## config.mk

```make
export PLATFORM = sky130hd
export DESIGN_NAME = uart_tx_rx_ring_buffers_core
export DESIGN_NICKNAME = d
export VERILOG_FILES = /design/src/rtl/utrb_pkg.sv /design/src/rtl/utrb_ctrl.sv /design/src/rtl/utrb_datapath.sv /design/src/rtl/uart_tx_rx_ring_buffers_core.sv
export SDC_FILE = /design/constraint.sdc
export NUM_CORES = 1
export LEC_CHECK = 0
export BUFFER_PORTS_ARGS = -buffer_cell sky130_fd_sc_hd__buf_2
export CAP_MARGIN = 20
export CORE_AREA = 2 2 374 265
export DETAILED_ROUTE_END_ITERATION = 8
export DIE_AREA = 0 0 376 267
export PLACE_DENSITY = 0.66
export SYNTH_ARGS = -nofsm -noshare
export SYNTH_HDL_FRONTEND = slang
export SYNTH_HIERARCHICAL = 1
export SYNTH_SLANG_ARGS = --single-unit
```

## constraint.sdc

```tcl
create_clock -name clk_i -period 4.9 [get_ports clk_i]
set_clock_uncertainty 0.05 [all_clocks]
set_input_delay 0.735 -clock clk_i [delete_from_list [all_inputs] [get_ports clk_i]]
set_output_delay 0.735 -clock clk_i [all_outputs]
set_load 0.02 [all_outputs]
```

## src/rtl/utrb_pkg.sv

```systemverilog
// Shared definitions for the buffered serial-port FIFO block.
// Holds opcodes, default depths and the controller-to-datapath command struct.
package utrb_pkg;

  // Default FIFO depths.
  localparam int unsigned TxDepthDef = 64;
  localparam int unsigned RxDepthDef = 64;

  // Field widths.
  localparam int unsigned OpW   = 2;
  localparam int unsigned ByteW = 8;
  localparam int unsigned ErrW  = 4;
  localparam int unsigned FillW = 7;
  localparam int unsigned CntW  = 32;

  // Operation codes.
  localparam logic [OpW-1:0] OP_PUSH  = 2'd0;
  localparam logic [OpW-1:0] OP_POP   = 2'd1;
  localparam logic [OpW-1:0] OP_EVENT = 2'd2;
  localparam logic [OpW-1:0] OP_FLUSH = 2'd3;

  // Commands from the controller to the datapath.
  typedef struct packed {
    logic capture;  // Latch the item and read both FIFO heads.
    logic execute;  // Apply the operation and register the result.
  } cmd_t;

endpackage

```

## src/rtl/utrb_ctrl.sv

```systemverilog
// Controller state machine for the buffered serial-port FIFO block.
// Depends on utrb_pkg for the command struct.
module utrb_ctrl (
  input  logic          clk_i,
  input  logic          rst_ni,
  input  logic          in_valid_i,
  output logic          in_ready_o,
  output logic          out_valid_o,
  input  logic          out_ready_i,
  output utrb_pkg::cmd_t cmd_o
);

  localparam logic [1:0] S_IDLE = 2'd0;
  localparam logic [1:0] S_EXEC = 2'd1;
  localparam logic [1:0] S_OUT  = 2'd2;

  logic [1:0] state_q, state_d;

  // Next-state logic: accept, execute, then hold the result until taken.
  always_comb begin
    state_d = state_q;
    unique case (state_q)
      S_IDLE: begin
        if (in_valid_i) state_d = S_EXEC;
      end
      S_EXEC: begin
        state_d = S_OUT;
      end
      S_OUT: begin
        if (out_ready_i) state_d = S_IDLE;
      end
      default: begin
        state_d = S_IDLE;
      end
    endcase
  end

  always_ff @(posedge clk_i or negedge rst_ni) begin
    if (!rst_ni) begin
      state_q <= S_IDLE;
    end else begin
      state_q <= state_d;
    end
  end

  // Handshake and commands.
  assign in_ready_o    = (state_q == S_IDLE);
  assign out_valid_o   = (state_q == S_OUT);
  assign cmd_o.capture = (state_q == S_IDLE) && in_valid_i;
  assign cmd_o.execute = (state_q == S_EXEC);

endmodule

```

## src/rtl/utrb_datapath.sv

```systemverilog
// Datapath of the buffered serial-port FIFO block: both ring memories,
// pointers, flags, counters and result registers. Depends on utrb_pkg.
module utrb_datapath #(
  parameter int unsigned TxDepth = utrb_pkg::TxDepthDef,
  parameter int unsigned RxDepth = utrb_pkg::RxDepthDef
) (
  input  logic                         clk_i,
  input  logic                         rst_ni,
  input  utrb_pkg::cmd_t               cmd_i,
  input  logic [utrb_pkg::OpW-1:0]     opcode_i,
  input  logic [utrb_pkg::ByteW-1:0]   data_byte_i,
  input  logic                         tx_empty_flag_i,
  input  logic                         rx_ready_flag_i,
  input  logic [utrb_pkg::ErrW-1:0]    line_error_flags_i,
  output logic                         ok_o,
  output logic [utrb_pkg::ByteW-1:0]   read_byte_o,
  output logic                         send_valid_o,
  output logic [utrb_pkg::ByteW-1:0]   send_byte_o,
  output logic                         tx_irq_enable_o,
  output logic [utrb_pkg::FillW-1:0]   tx_fill_o,
  output logic [utrb_pkg::FillW-1:0]   rx_fill_o,
  output logic [utrb_pkg::CntW-1:0]    sent_total_o,
  output logic [utrb_pkg::CntW-1:0]    received_total_o,
  output logic [utrb_pkg::CntW-1:0]    error_total_o
);

  localparam int unsigned TxIw = (TxDepth > 1) ? $clog2(TxDepth) : 1;
  localparam int unsigned RxIw = (RxDepth > 1) ? $clog2(RxDepth) : 1;
  localparam int unsigned TxPw = $clog2(2 * TxDepth);
  localparam int unsigned RxPw = $clog2(2 * RxDepth);
  localparam logic [TxPw-1:0] TxD   = TxPw'(TxDepth);
  localparam logic [RxPw-1:0] RxD   = RxPw'(RxDepth);
  localparam logic [TxPw-1:0] TxTop = TxPw'(2 * TxDepth - 1);
  localparam logic [RxPw-1:0] RxTop = RxPw'(2 * RxDepth - 1);

  localparam int unsigned BW = utrb_pkg::ByteW;
  localparam int unsigned CW = utrb_pkg::CntW;

  // Ring memories.
  logic [BW-1:0] tx_mem [TxDepth];
  logic [BW-1:0] rx_mem [RxDepth];

  // Captured item and registered memory read data.
  logic [utrb_pkg::OpW-1:0]  op_q;
  logic [BW-1:0]             byte_q;
  logic                      txe_q, rxne_q;
  logic [utrb_pkg::ErrW-1:0] err_q;
  logic [BW-1:0]             tx_rd_q, rx_rd_q;

  // Architectural state.
  logic [TxPw-1:0] tx_head_q, tx_head_d, tx_tail_q, tx_tail_d;
  logic [RxPw-1:0] rx_head_q, rx_head_d, rx_tail_q, rx_tail_d;
  logic            restart_q, restart_d, irq_q, irq_d;
  logic [CW-1:0]   sent_q, sent_d, recv_q, recv_d, err_cnt_q, err_cnt_d;

  // Result registers.
  logic          ok_q, ok_d, svalid_q, svalid_d;
  logic [BW-1:0] rbyte_q, rbyte_d, sbyte_q, sbyte_d;

  // Memory write controls.
  logic tx_we, rx_we;

  // Pointer helpers: pointers run modulo twice the depth.
  function automatic logic [TxPw-1:0] tx_next(input logic [TxPw-1:0] p);
    tx_next = (p == TxTop) ? '0 : p + 1'b1;
  endfunction

  function automatic logic [RxPw-1:0] rx_next(input logic [RxPw-1:0] p);
    rx_next = (p == RxTop) ? '0 : p + 1'b1;
  endfunction

  function automatic logic [TxIw-1:0] tx_idx(input logic [TxPw-1:0] p);
    logic [TxPw-1:0] r;
    r = (p >= TxD) ? p - TxD : p;
    tx_idx = r[TxIw-1:0];
  endfunction

  function automatic logic [RxIw-1:0] rx_idx(input logic [RxPw-1:0] p);
    logic [RxPw-1:0] r;
    r = (p >= RxD) ? p - RxD : p;
    rx_idx = r[RxIw-1:0];
  endfunction

  function automatic logic [TxPw-1:0] tx_level(input logic [TxPw-1:0] h,
                                               input logic [TxPw-1:0] t);
    tx_level = (h >= t) ? h - t : h + TxD + TxD - t;
  endfunction

  function automatic logic [RxPw-1:0] rx_level(input logic [RxPw-1:0] h,
                                               input logic [RxPw-1:0] t);
    rx_level = (h >= t) ? h - t : h + RxD + RxD - t;
  endfunction

  logic [TxPw-1:0] tx_lvl;
  logic [RxPw-1:0] rx_lvl;
  logic            tx_full, rx_full, rx_empty, tx_empty;

  assign tx_lvl   = tx_level(tx_head_q, tx_tail_q);
  assign rx_lvl   = rx_level(rx_head_q, rx_tail_q);
  assign tx_full  = (tx_lvl >= TxD);
  assign rx_full  = (rx_lvl >= RxD);
  assign rx_empty = (rx_lvl == '0);
  assign tx_empty = (tx_head_q == tx_tail_q);

  // Capture the item and read the oldest entry of each FIFO.
  always_ff @(posedge clk_i) begin
    if (cmd_i.capture) begin
      op_q    <= opcode_i;
      byte_q  <= data_byte_i;
      txe_q   <= tx_empty_flag_i;
      rxne_q  <= rx_ready_flag_i;
      err_q   <= line_error_flags_i;
      tx_rd_q <= tx_mem[tx_idx(tx_tail_q)];
      rx_rd_q <= rx_mem[rx_idx(rx_tail_q)];
    end
  end

  // Memory writes happen during the execute cycle.
  always_ff @(posedge clk_i) begin
    if (tx_we) tx_mem[tx_idx(tx_head_q)] <= byte_q;
    if (rx_we) rx_mem[rx_idx(rx_head_q)] <= byte_q;
  end

  // Operation logic.
  always_comb begin
    tx_head_d = tx_head_q;
    tx_tail_d = tx_tail_q;
    rx_head_d = rx_head_q;
    rx_tail_d = rx_tail_q;
    restart_d = restart_q;
    irq_d     = irq_q;
    sent_d    = sent_q;
    recv_d    = recv_q;
    err_cnt_d = err_cnt_q;
    ok_d      = 1'b1;
    rbyte_d   = '0;
    svalid_d  = 1'b0;
    sbyte_d   = '0;
    tx_we     = 1'b0;
    rx_we     = 1'b0;
    if (cmd_i.execute) begin
      unique case (op_q)
        utrb_pkg::OP_PUSH: begin
          if (!tx_full) begin
            tx_we     = 1'b1;
            tx_head_d = tx_next(tx_head_q);
            if (restart_q) begin
              restart_d = 1'b0;
              irq_d     = 1'b1;
            end
          end else begin
            ok_d = 1'b0;
          end
        end
        utrb_pkg::OP_POP: begin
          if (!rx_empty) begin
            rbyte_d   = rx_rd_q;
            rx_tail_d = rx_next(rx_tail_q);
          end else begin
            ok_d = 1'b0;
          end
        end
        utrb_pkg::OP_EVENT: begin
          if (txe_q) begin
            if (!tx_empty) begin
              sbyte_d   = tx_rd_q;
              svalid_d  = 1'b1;
              tx_tail_d = tx_next(tx_tail_q);
              restart_d = 1'b0;
              sent_d    = sent_q + 1'b1;
            end else begin
              restart_d = 1'b1;
              irq_d     = 1'b0;
            end
          end
          if (rxne_q && !rx_full) begin
            rx_we     = 1'b1;
            rx_head_d = rx_next(rx_head_q);
            recv_d    = recv_q + 1'b1;
          end
          if (err_q != '0) err_cnt_d = err_cnt_q + 1'b1;
        end
        utrb_pkg::OP_FLUSH: begin
          tx_head_d = '0;
          tx_tail_d = '0;
          rx_head_d = '0;
          rx_tail_d = '0;
          restart_d = 1'b1;
        end
        default: begin
          ok_d = 1'b1;
        end
      endcase
    end
  end

  // Control state: pointers, flags and counters.
  always_ff @(posedge clk_i or negedge rst_ni) begin
    if (!rst_ni) begin
      tx_head_q <= '0;
      tx_tail_q <= '0;
      rx_head_q <= '0;
      rx_tail_q <= '0;
      restart_q <= 1'b1;
      irq_q     <= 1'b0;
      sent_q    <= '0;
      recv_q    <= '0;
      err_cnt_q <= '0;
    end else if (cmd_i.execute) begin
      tx_head_q <= tx_head_d;
      tx_tail_q <= tx_tail_d;
      rx_head_q <= rx_head_d;
      rx_tail_q <= rx_tail_d;
      restart_q <= restart_d;
      irq_q     <= irq_d;
      sent_q    <= sent_d;
      recv_q    <= recv_d;
      err_cnt_q <= err_cnt_d;
    end
  end

  // Result registers hold until the next execute cycle.
  always_ff @(posedge clk_i) begin
    if (cmd_i.execute) begin
      ok_q     <= ok_d;
      rbyte_q  <= rbyte_d;
      svalid_q <= svalid_d;
      sbyte_q  <= sbyte_d;
    end
  end

  // Outputs.
  assign ok_o             = ok_q;
  assign read_byte_o      = rbyte_q;
  assign send_valid_o     = svalid_q;
  assign send_byte_o      = sbyte_q;
  assign tx_irq_enable_o  = irq_q;
  assign tx_fill_o        = utrb_pkg::FillW'(tx_lvl);
  assign rx_fill_o        = utrb_pkg::FillW'(rx_lvl);
  assign sent_total_o     = sent_q;
  assign received_total_o = recv_q;
  assign error_total_o    = err_cnt_q;

endmodule

```

## src/rtl/uart_tx_rx_ring_buffers_core.sv

```systemverilog
// Top level of the buffered serial-port FIFO block: controller plus datapath.
// Depends on utrb_pkg, utrb_ctrl and utrb_datapath.
//
// Each transfer on the input channel is one operation (push a transmit
// byte, pop a received byte, a line-status event, or flush) and gives
// exactly one result transfer. The accept edge reads both FIFO memories
// into registers, the execute state applies the operation and writes
// memory and pointers, and the output state presents the result, which
// holds until taken; only then is a new item accepted. The registered
// read port of each ring memory is why the read comes before execute.
// FIFO levels, the interrupt enable and the wrapping counters describe
// the state after the operation. No clearing pass is needed after reset.
module uart_tx_rx_ring_buffers_core #(
  parameter int unsigned TxDepth = utrb_pkg::TxDepthDef,
  parameter int unsigned RxDepth = utrb_pkg::RxDepthDef
) (
  input  logic                       clk_i,
  input  logic                       rst_ni,
  input  logic                       in_valid_i,
  output logic                       in_ready_o,
  input  logic [utrb_pkg::OpW-1:0]   opcode_i,
  input  logic [utrb_pkg::ByteW-1:0] data_byte_i,
  input  logic                       tx_empty_flag_i,
  input  logic                       rx_ready_flag_i,
  input  logic [utrb_pkg::ErrW-1:0]  line_error_flags_i,
  output logic                       out_valid_o,
  input  logic                       out_ready_i,
  output logic                       ok_o,
  output logic [utrb_pkg::ByteW-1:0] read_byte_o,
  output logic                       send_valid_o,
  output logic [utrb_pkg::ByteW-1:0] send_byte_o,
  output logic                       tx_irq_enable_o,
  output logic [utrb_pkg::FillW-1:0] tx_fill_o,
  output logic [utrb_pkg::FillW-1:0] rx_fill_o,
  output logic [utrb_pkg::CntW-1:0]  sent_total_o,
  output logic [utrb_pkg::CntW-1:0]  received_total_o,
  output logic [utrb_pkg::CntW-1:0]  error_total_o
);

  utrb_pkg::cmd_t cmd;

  // Sequencing of accept, execute and result delivery.
  utrb_ctrl u_ctrl (
    .clk_i       (clk_i),
    .rst_ni      (rst_ni),
    .in_valid_i  (in_valid_i),
    .in_ready_o  (in_ready_o),
    .out_valid_o (out_valid_o),
    .out_ready_i (out_ready_i),
    .cmd_o       (cmd)
  );

  // FIFO memories, pointers and counters.
  utrb_datapath #(
    .TxDepth (TxDepth),
    .RxDepth (RxDepth)
  ) u_datapath (
    .clk_i              (clk_i),
    .rst_ni             (rst_ni),
    .cmd_i              (cmd),
    .opcode_i           (opcode_i),
    .data_byte_i        (data_byte_i),
    .tx_empty_flag_i    (tx_empty_flag_i),
    .rx_ready_flag_i    (rx_ready_flag_i),
    .line_error_flags_i (line_error_flags_i),
    .ok_o               (ok_o),
    .read_byte_o        (read_byte_o),
    .send_valid_o       (send_valid_o),
    .send_byte_o        (send_byte_o),
    .tx_irq_enable_o    (tx_irq_enable_o),
    .tx_fill_o          (tx_fill_o),
    .rx_fill_o          (rx_fill_o),
    .sent_total_o       (sent_total_o),
    .received_total_o   (received_total_o),
    .error_total_o      (error_total_o)
  );

endmodule

```

==> results of run 1 <==
-- power by group --
part | internal [W] | switching, W | total [W]
Combinational | 0.00199 | 0.00345 | 0.00544
Sequential | 0.0118 | 0.000200 | 0.0120
Clock | 0.00498 | 0.00367 | 0.00865
Total | 0.0188 | 0.00731 | 0.0261
-- worst paths after layout --
path,startpoint,endpoint,cells past startpoint
max reg2reg,u_datapath/rx_head_q[0],u_datapath/rx_mem[9][3],10
max in group asynchronous,rst_ni,u_datapath/rx_tail_q[0],2
max,u_datapath/rx_head_q[0],u_datapath/rx_mem[9][3],10
min,rst_ni,u_datapath/sent_total_o[26],1
min in group clk_i,opcode_i[0],u_datapath/op_q[0],1
min reg2reg,u_datapath/received_total_o[31],u_datapath/received_total_o[31],1
-- cells in the final DEF (no fill, tap or decap), types with 11 or more instances in the layout --
cell type | netlist | routed
o22ai_1 | 24 | 24
mux4_2 | 207 | 207
and3_1 | 22 | 22
nor2_1 | 218 | 218
nand4_1 | 30 | 30
buf_4 | 0 | 51
and2_1 | 28 | 27
clkinv_2 | 0 | 14
inv_1 | 29 | 29
o21ai_0 | 56 | 56
a22oi_1 | 49 | 49
nor2b_1 | 12 | 11
nand2_1 | 137 | 137
xnor2_1 | 77 | 77
nor3_1 | 22 | 22
mux2i_1 | 107 | 107
nand2b_1 | 11 | 11
edfxtp_1 | 1074 | 1074
clkbuf_1 | 72 | 34
a21oi_1 | 44 | 44
ha_1 | 21 | 21
nand3_1 | 68 | 68
o221ai_1 | 15 | 15
mux2_2 | 13 | 13
and4_1 | 11 | 11
xor2_1 | 23 | 23
clkinv_1 | 2 | 20
bufinv_16 | 0 | 14
dfrtp_1 | 127 | 121
clkbuf_16 | 0 | 113
a31oi_1 | 17 | 17
buf_2 | 15 | 149
-- sequential cells by signal, summed over array words and instances (netlist names), 4 cells and up --
signal	flops
u_datapath/received_total_o	32
u_datapath/sent_total_o	32
u_datapath/read_byte_o	8
u_datapath/tx_rd_q	8
u_datapath/rx_rd_q	8
u_datapath/rx_tail_q	7
u_datapath/rx_head_q	7
u_datapath/byte_q	8
u_datapath/tx_mem	512
u_datapath/tx_tail_q	7
u_datapath/error_total_o	32
u_datapath/send_byte_o	8
u_datapath/rx_mem	512
u_datapath/err_q	4
u_datapath/tx_head_q	7
-- layout make-up --
class	instances	area, um^2
inverter	32	120
clock inverter	55	648
fill	7271	43000
sequential	1202	35500
tap	1274	1590
multi-input combinational	1349	12000
clock buffer	148	2970
antenna	1	2.50
timing repair buffer	209	1290
-- routing by layer --
| metal | track usage (%) | up-vias | routed length [um] |
|---|---|---|---|
| li1 | - | 11175 | - |
| met1 | 37.8 | 14031 | 52300 |
| met2 | 34.3 | 1737 | 52100 |
| met3 | 6.62 | 174 | 15100 |
| met4 | 5.28 | 4 | 2290 |
| met5 | 0 | - | 21 |
-- through the flow --
step | area [um^2] | total power [W] | hold WS, ps | cells | util [%]
final | 54100 | 0.0261 | 111 | 4270 | 55.7
after global routing | 54100 | 0.0270 | 145 | 4270 | 55.7
after CTS | 54100 | 0.0262 | 122 | 4267 | 55.7
after detailed placement | 50400 | 0.0176 | 415 | 4064 | 52.0
after global placement | 50400 | 0.0175 | 409 | 4064 | 52.0
after floorplan | 48100 | 0.0157 | 389 | 2712 | -
-- logic make-up after synthesis --
logic type,count (synthesis),share of synthesized area (%)
simple gates,604,5.94
buf+inv,161,1.31
compound gates,294,4.23
flops,1202,73.8
fa+ha+maj,23,0.630
mux,327,12.2
xor+xnor,101,1.86
==> flow_summary.json, run 1 <==
{
  "synth_commonest_cells": "edfxtp_1, nor2_1, mux4_2, nand2_1, dfrtp_1",
  "cp_slowest_stage_delay_ps": 820,
  "place_congestion": 0.894,
  "synth.area.top_cells": "edfxtp_1, mux4_2, dfrtp_1",
  "worst-path-max-fanout": 9,
  "dieArea_mm2": 0.100,
  "cp_top_family": "simple AND/OR/NAND/NOR gates",
  "period_minus_slack_ps": 4570,
  "cpMaxStageDelayCell": "nor2_1",
  "cts_buffer_depth": 3,
  "postCtsHoldBufs": 0,
  "synth-seq-area-share_pct": 73.8,
  "post_cts_buffers": 0,
  "coreArea_mm2": 0.0971,
  "maxSlewHeadroom_pct": 25.0,
  "hold_path_class": "in -> async",
  "worstMarginPinSlew_ps": 1120,
  "p_per_area_mw_per_mm2": 482,
  "grt_pass1_vias": 26272,
  "rrSetupSlack_ps": 330,
  "worstPathArrival_ps": 4840,
  "wl_per_cell_um": 28.5,
  "p_leak_nw": 17.9,
  "ant_nets": 0,
  "areaGrowthSynthToFinish_pct": 12.6,
  "hold_viol": 0,
  "drive_above_1_share_pct": 20.3,
  "synth_most_common_cell": "edfxtp_1",
  "syn_nets": 2755,
  "start_util_pct": 49.5,
  "cts.sink_count": 1202,
  "overflow": 0,
  "grt_pass1_wl_um": 179000,
  "slew_viol_final": 0,
  "crit_chain": "inv_1 -> ha_1 -> fa_1 -> nand2b_1 -> a21o_1 -> a211oi_4 -> inv_2 -> nor3_1 -> nand3b_1 -> nor2_1",
  "synth-edff-count": 1074,
  "fmax_ghz": 0.219,
  "postCtsResizedCells": 0,
  "post-place-ws_ps": 473,
  "row_count": 96,
  "viasPerCell": 6.35,
  "insertion_delay_ps": 690,
  "ctsRootBufferMaster": "clkbuf_16",
  "yosysTopAreaCell": "edfxtp_1",
  "htreeDepth": 3,
  "synth_flop_cell": "edfxtp_1",
  "vias": 27121,
  "peakVddDrop_v": 0.000318,
  "cts_inserted_buffers": 110,
  "clk_pin_slew_worst_paths_ps": 70,
  "synth_area_per_cell_um2": 17.7,
  "critPathBufInv": 2,
  "die_h_um": 267,
  "yosysTopAreaCellShare_pct": 67.1,
  "firstDrtPassIters": 6,
  "finalSetupViolCount": 0,
  "status": "complete, no violations",
  "grt_usage_pct": 24.3,
  "max-cap-violations": 0,
  "async_reset_ff_share_pct": 10.6,
  "synth_cell_type_count": 71,
  "min_period_over_period_pct": 93.2,
  "antenna_found_initial": 3,
  "ys_ff_latch": 1202,
  "io_buffers": 150,
  "drc": 0,
  "path_class": "reg -> reg",
  "wl_um": 122000,
  "hpwlAfterDp_um": 75800,
  "rsz0062_at_grt": "no",
  "start_kind": "flip-flop",
  "grt_max_degree": 130,
  "crit_required_ps": 5170,
  "netlist_instances": 2712,
  "crit_path_end_kind": "flip-flop",
  "cts_tree": "done",
  "die_x_um": 376,
  "yosysWarnings": 6,
  "fin_ws_ps": 331,
  "synth_area_mm2": 0.0481,
  "layout.nets": 2947,
  "dr.first_iter.drc_count": 3800,
  "io_pins": 151,
  "tns_ps": 0
}
(Power assumes the default switching activity.)
==> run 2: changes to the inputs <==
- RECOVER_POWER: unset -> 25
- SYNTH_HIERARCHICAL: 1 -> unset
==> run 2 against run 1 <==
Net effect:
- non-clock buffer count increased by 58
- via count fell by 1.3%
- largest power group unchanged
- combinational power increased by 15%
- critical endpoint is now u_datapath.tx_mem[62][3]
- routed wire length is 0.79% lower
- critical path depth is the same
- cell count grew 0.49%
- the flow now finishes with violations (max-capacitance violations, max-slew violations)
- die area stayed put
- register-to-register slack better by 390 ps
==> flow_summary.json, run 2 <==
{
  "grt_max_degree": 129,
  "hold_path_class": "in -> async",
  "violations": "max-capacitance violations, max-slew violations",
  "synth-seq-area-share_pct": 73.8,
  "internal_power_w": 0.0188,
  "period_minus_slack_ps": 4170,
  "peakVddDrop_v": 0.000592,
  "combPwrFrac_pct": 23.5,
  "reg_top3": "u_datapath.rx_mem x512, u_datapath.tx_mem x512",
  "synth-edff-count": 1074,
  "seqPwrFrac_pct": 45.3,
  "yosysWarnings": 0,
  "hold_viol": 0,
  "p_per_area_mw_per_mm2": 491,
  "htreeDepth": 3,
  "post_cts_buffers": 0,
  "place_congestion": 0.910,
  "crit_path_end_kind": "flip-flop",
  "maxSlewHeadroom_pct": -115,
  "tns_ps": 0,
  "synth.area.top_cells": "edfxtp_1, mux4_2, dfrtp_1",
  "path_class": "reg -> reg",
  "synth_compound_area_share_pct": 3.96,
  "synth_most_common_cell": "edfxtp_1",
  "areaGrowthSynthToFinish_pct": 12.9,
  "ctsRootBufferMaster": "clkbuf_16",
  "vias": 26766,
  "io_pins": 151,
  "switching_share_pct": 29.4,
  "post-place-ws_ps": 819,
  "drc": 0,
  "wl_per_cell_um": 28.1,
  "critPathBufInv": 2,
  "synth_commonest_cells": "edfxtp_1, mux4_2, nor2_1, dfrtp_1, mux2i_1",
  "syn_nets": 2698,
  "insertion_delay_ps": 690,
  "netlist_instances": 2657,
  "grt_usage_pct": 24.1,
  "yosysTopAreaCellShare_pct": 67.1,
  "synth_area_mm2": 0.0481,
  "grt_pass1_wl_um": 178000,
  "postCtsHoldBufs": 0,
  "synth_flop_cell": "edfxtp_1",
  "die_x_um": 376,
  "yosys.area_share.simple_pct": 5.84,
  "drive_above_1_share_pct": 21.9,
  "dieArea_mm2": 0.100,
  "ys_ff_latch": 1202,
  "cts_tree": "done",
  "rsz0062_at_grt": "no",
  "synth_area_per_cell_um2": 18.1,
  "p_leak_nw": 18.3,
  "mostFrequentLayoutCells": "edfxtp_1, mux4_2, nor2_1",
  "cpMaxStageDelayCell": "nor2_1",
  "fin_ws_ps": 726,
  "synth_top_family_by_area": "multiplexers",
  "viasPerCell": 6.24,
  "die_h_um": 267,
  "fill_cells": 7285,
  "start_kind": "flip-flop",
  "status": "complete, but fails checks",
  "wl_um": 121000,
  "max-cap-violations": 6,
  "antenna_found_initial": 1,
  "worst-path-max-fanout": 16,
  "clkPwrFrac_pct": 31.2,
  "async_reset_ff_share_pct": 10.6,
  "cp_top_family": "simple AND/OR/NAND/NOR gates",
  "coreArea_mm2": 0.0971,
  "finalSetupViolCount": 0,
  "fmax_ghz": 0.240,
  "io_buffers": 150,
  "cts_inserted_buffers": 111,
  "overflow": 0,
  "synth_mux_area_share_pct": 12.5,
  "power.switching_w": 0.00784,
  "start_util_pct": 49.5,
  "cts.sink_count": 1202,
  "grt_pass1_vias": 26009,
  "yosysTopAreaCell": "edfxtp_1",
  "clk_pin_slew_worst_paths_ps": 70,
  "min_period_over_period_pct": 85.2,
  "dp.cells": 4081,
  "worstMarginPinSlew_ps": 3220,
  "row_count": 96,
  "firstDrtPassIters": 6,
  "dr.first_iter.drc_count": 3727,
  "final_common_cell": "edfxtp_1",
  "synth_xor_area_share_pct": 1.93,
  "hpwlAfterDp_um": 75200,
  "crit_required_ps": 5150,
  "synth_fa_ha_area_share_pct": 0.578,
  "cp_slowest_stage_delay_ps": 740,
  "cts_buffer_depth": 3,
  "layout.nets": 2964,
  "fin_cells": 4291,
  "slew_viol_final": 695,
  "worstPathArrival_ps": 4420,
  "synth_cell_type_count": 79,
  "postCtsResizedCells": 0,
  "crit_chain": "inv_1 -> ha_1 -> inv_1 -> fa_1 -> a21o_1 -> a21o_1 -> a211o_2 -> nor2_8 -> nand4_2 -> nor2_1",
  "ant_nets": 0
}
==> run 2: path summary, 6_finish.rpt <==
kind | from | end | slack, ps | cells past startpoint
worst max-delay path | u_datapath.tx_head_q[0] | u_datapath.tx_mem[62][3] | 730 | 10
worst min-delay path | rst_ni | u_datapath.sent_total_o[17] | 50 | 1
worst max register to register | u_datapath.tx_head_q[0] | u_datapath.tx_mem[62][3] | 730 | 10
worst min register to register | u_datapath.error_total_o[31] | u_datapath.error_total_o[31] | 420 | 1
max in group asynchronous | rst_ni | u_datapath.received_total_o[28] | 3590 | 2
min in group clk_i | data_byte_i[0] | u_datapath.byte_q[0] | 190 | 1
==> run 2: layer usage <==
metal  track usage [%]  part of all wire [%]  wire length [um]
met4              5.16                   2.0              2380
met5                 0                 0.011                13
met3              6.04                    12             14200
met2              34.6                    43             52400
met1              37.4                    43             51800
==> run 2: worst register-to-register path: stages, from the launching register on <==
cell	delay (ps)
dfrtp_1	480
inv_1	250
ha_1	220
inv_1	70
fa_1	410
a21o_1	210
a21o_1	170
a211o_2	390
nor2_8	300
nand4_2	470
nor2_1	740
==> run 2: logic make-up (layout without fill, tap and decap cells) <==
| family | after synthesis | in the layout |
|---|---|---|
| AOI/OAI and AO/OA | 264 | 264 |
| xor gates and xnor gates | 106 | 106 |
| adders and majority gates | 21 | 21 |
| buffers and inverters | 148 | 506 |
| DFF | 1202 | 1202 |
| muxes | 337 | 337 |
| other | 0 | 2 |
| and+or+nand+nor | 579 | 579 |
==> run 2: layout make-up <==
cell class                 count  area, um^2  share of cell area, %
sequential                  1202       35500                   65.4
multi-input combinational   1307       11900                   21.9
clock inverter                66         542                  0.998
inverter                      34         128                  0.235
tap                         1274        1590                   2.94
timing repair buffer         267        1700                   3.13
clock buffer                 139        2930                   5.39
antenna                        2        5.00                0.00922
==> run 2: stage by stage <==
step                      total power (W)  cell area [um^2]  hold WS, ps  util, %
after floorplan                    0.0163             48100          389        -
after global placement             0.0184             50800          404     52.4
after detailed placement           0.0185             50800          406     52.4
after CTS                          0.0267             54300         77.8     55.9
after global routing               0.0275             54300          111     55.9
final                              0.0267             54300         47.7     55.9
==> run 2: power by group through the flow <==
| stage | clock (W) | sequential, W | combinational, W |
|---|---|---|---|
| floorplan | 0 | 0.0124 | 0.00385 |
| global placement | 0 | 0.0122 | 0.00617 |
| detailed placement | 0 | 0.0122 | 0.00623 |
| CTS | 0.00843 | 0.0120 | 0.00625 |
| global route | 0.00880 | 0.0121 | 0.00663 |
| finish | 0.00832 | 0.0121 | 0.00627 |
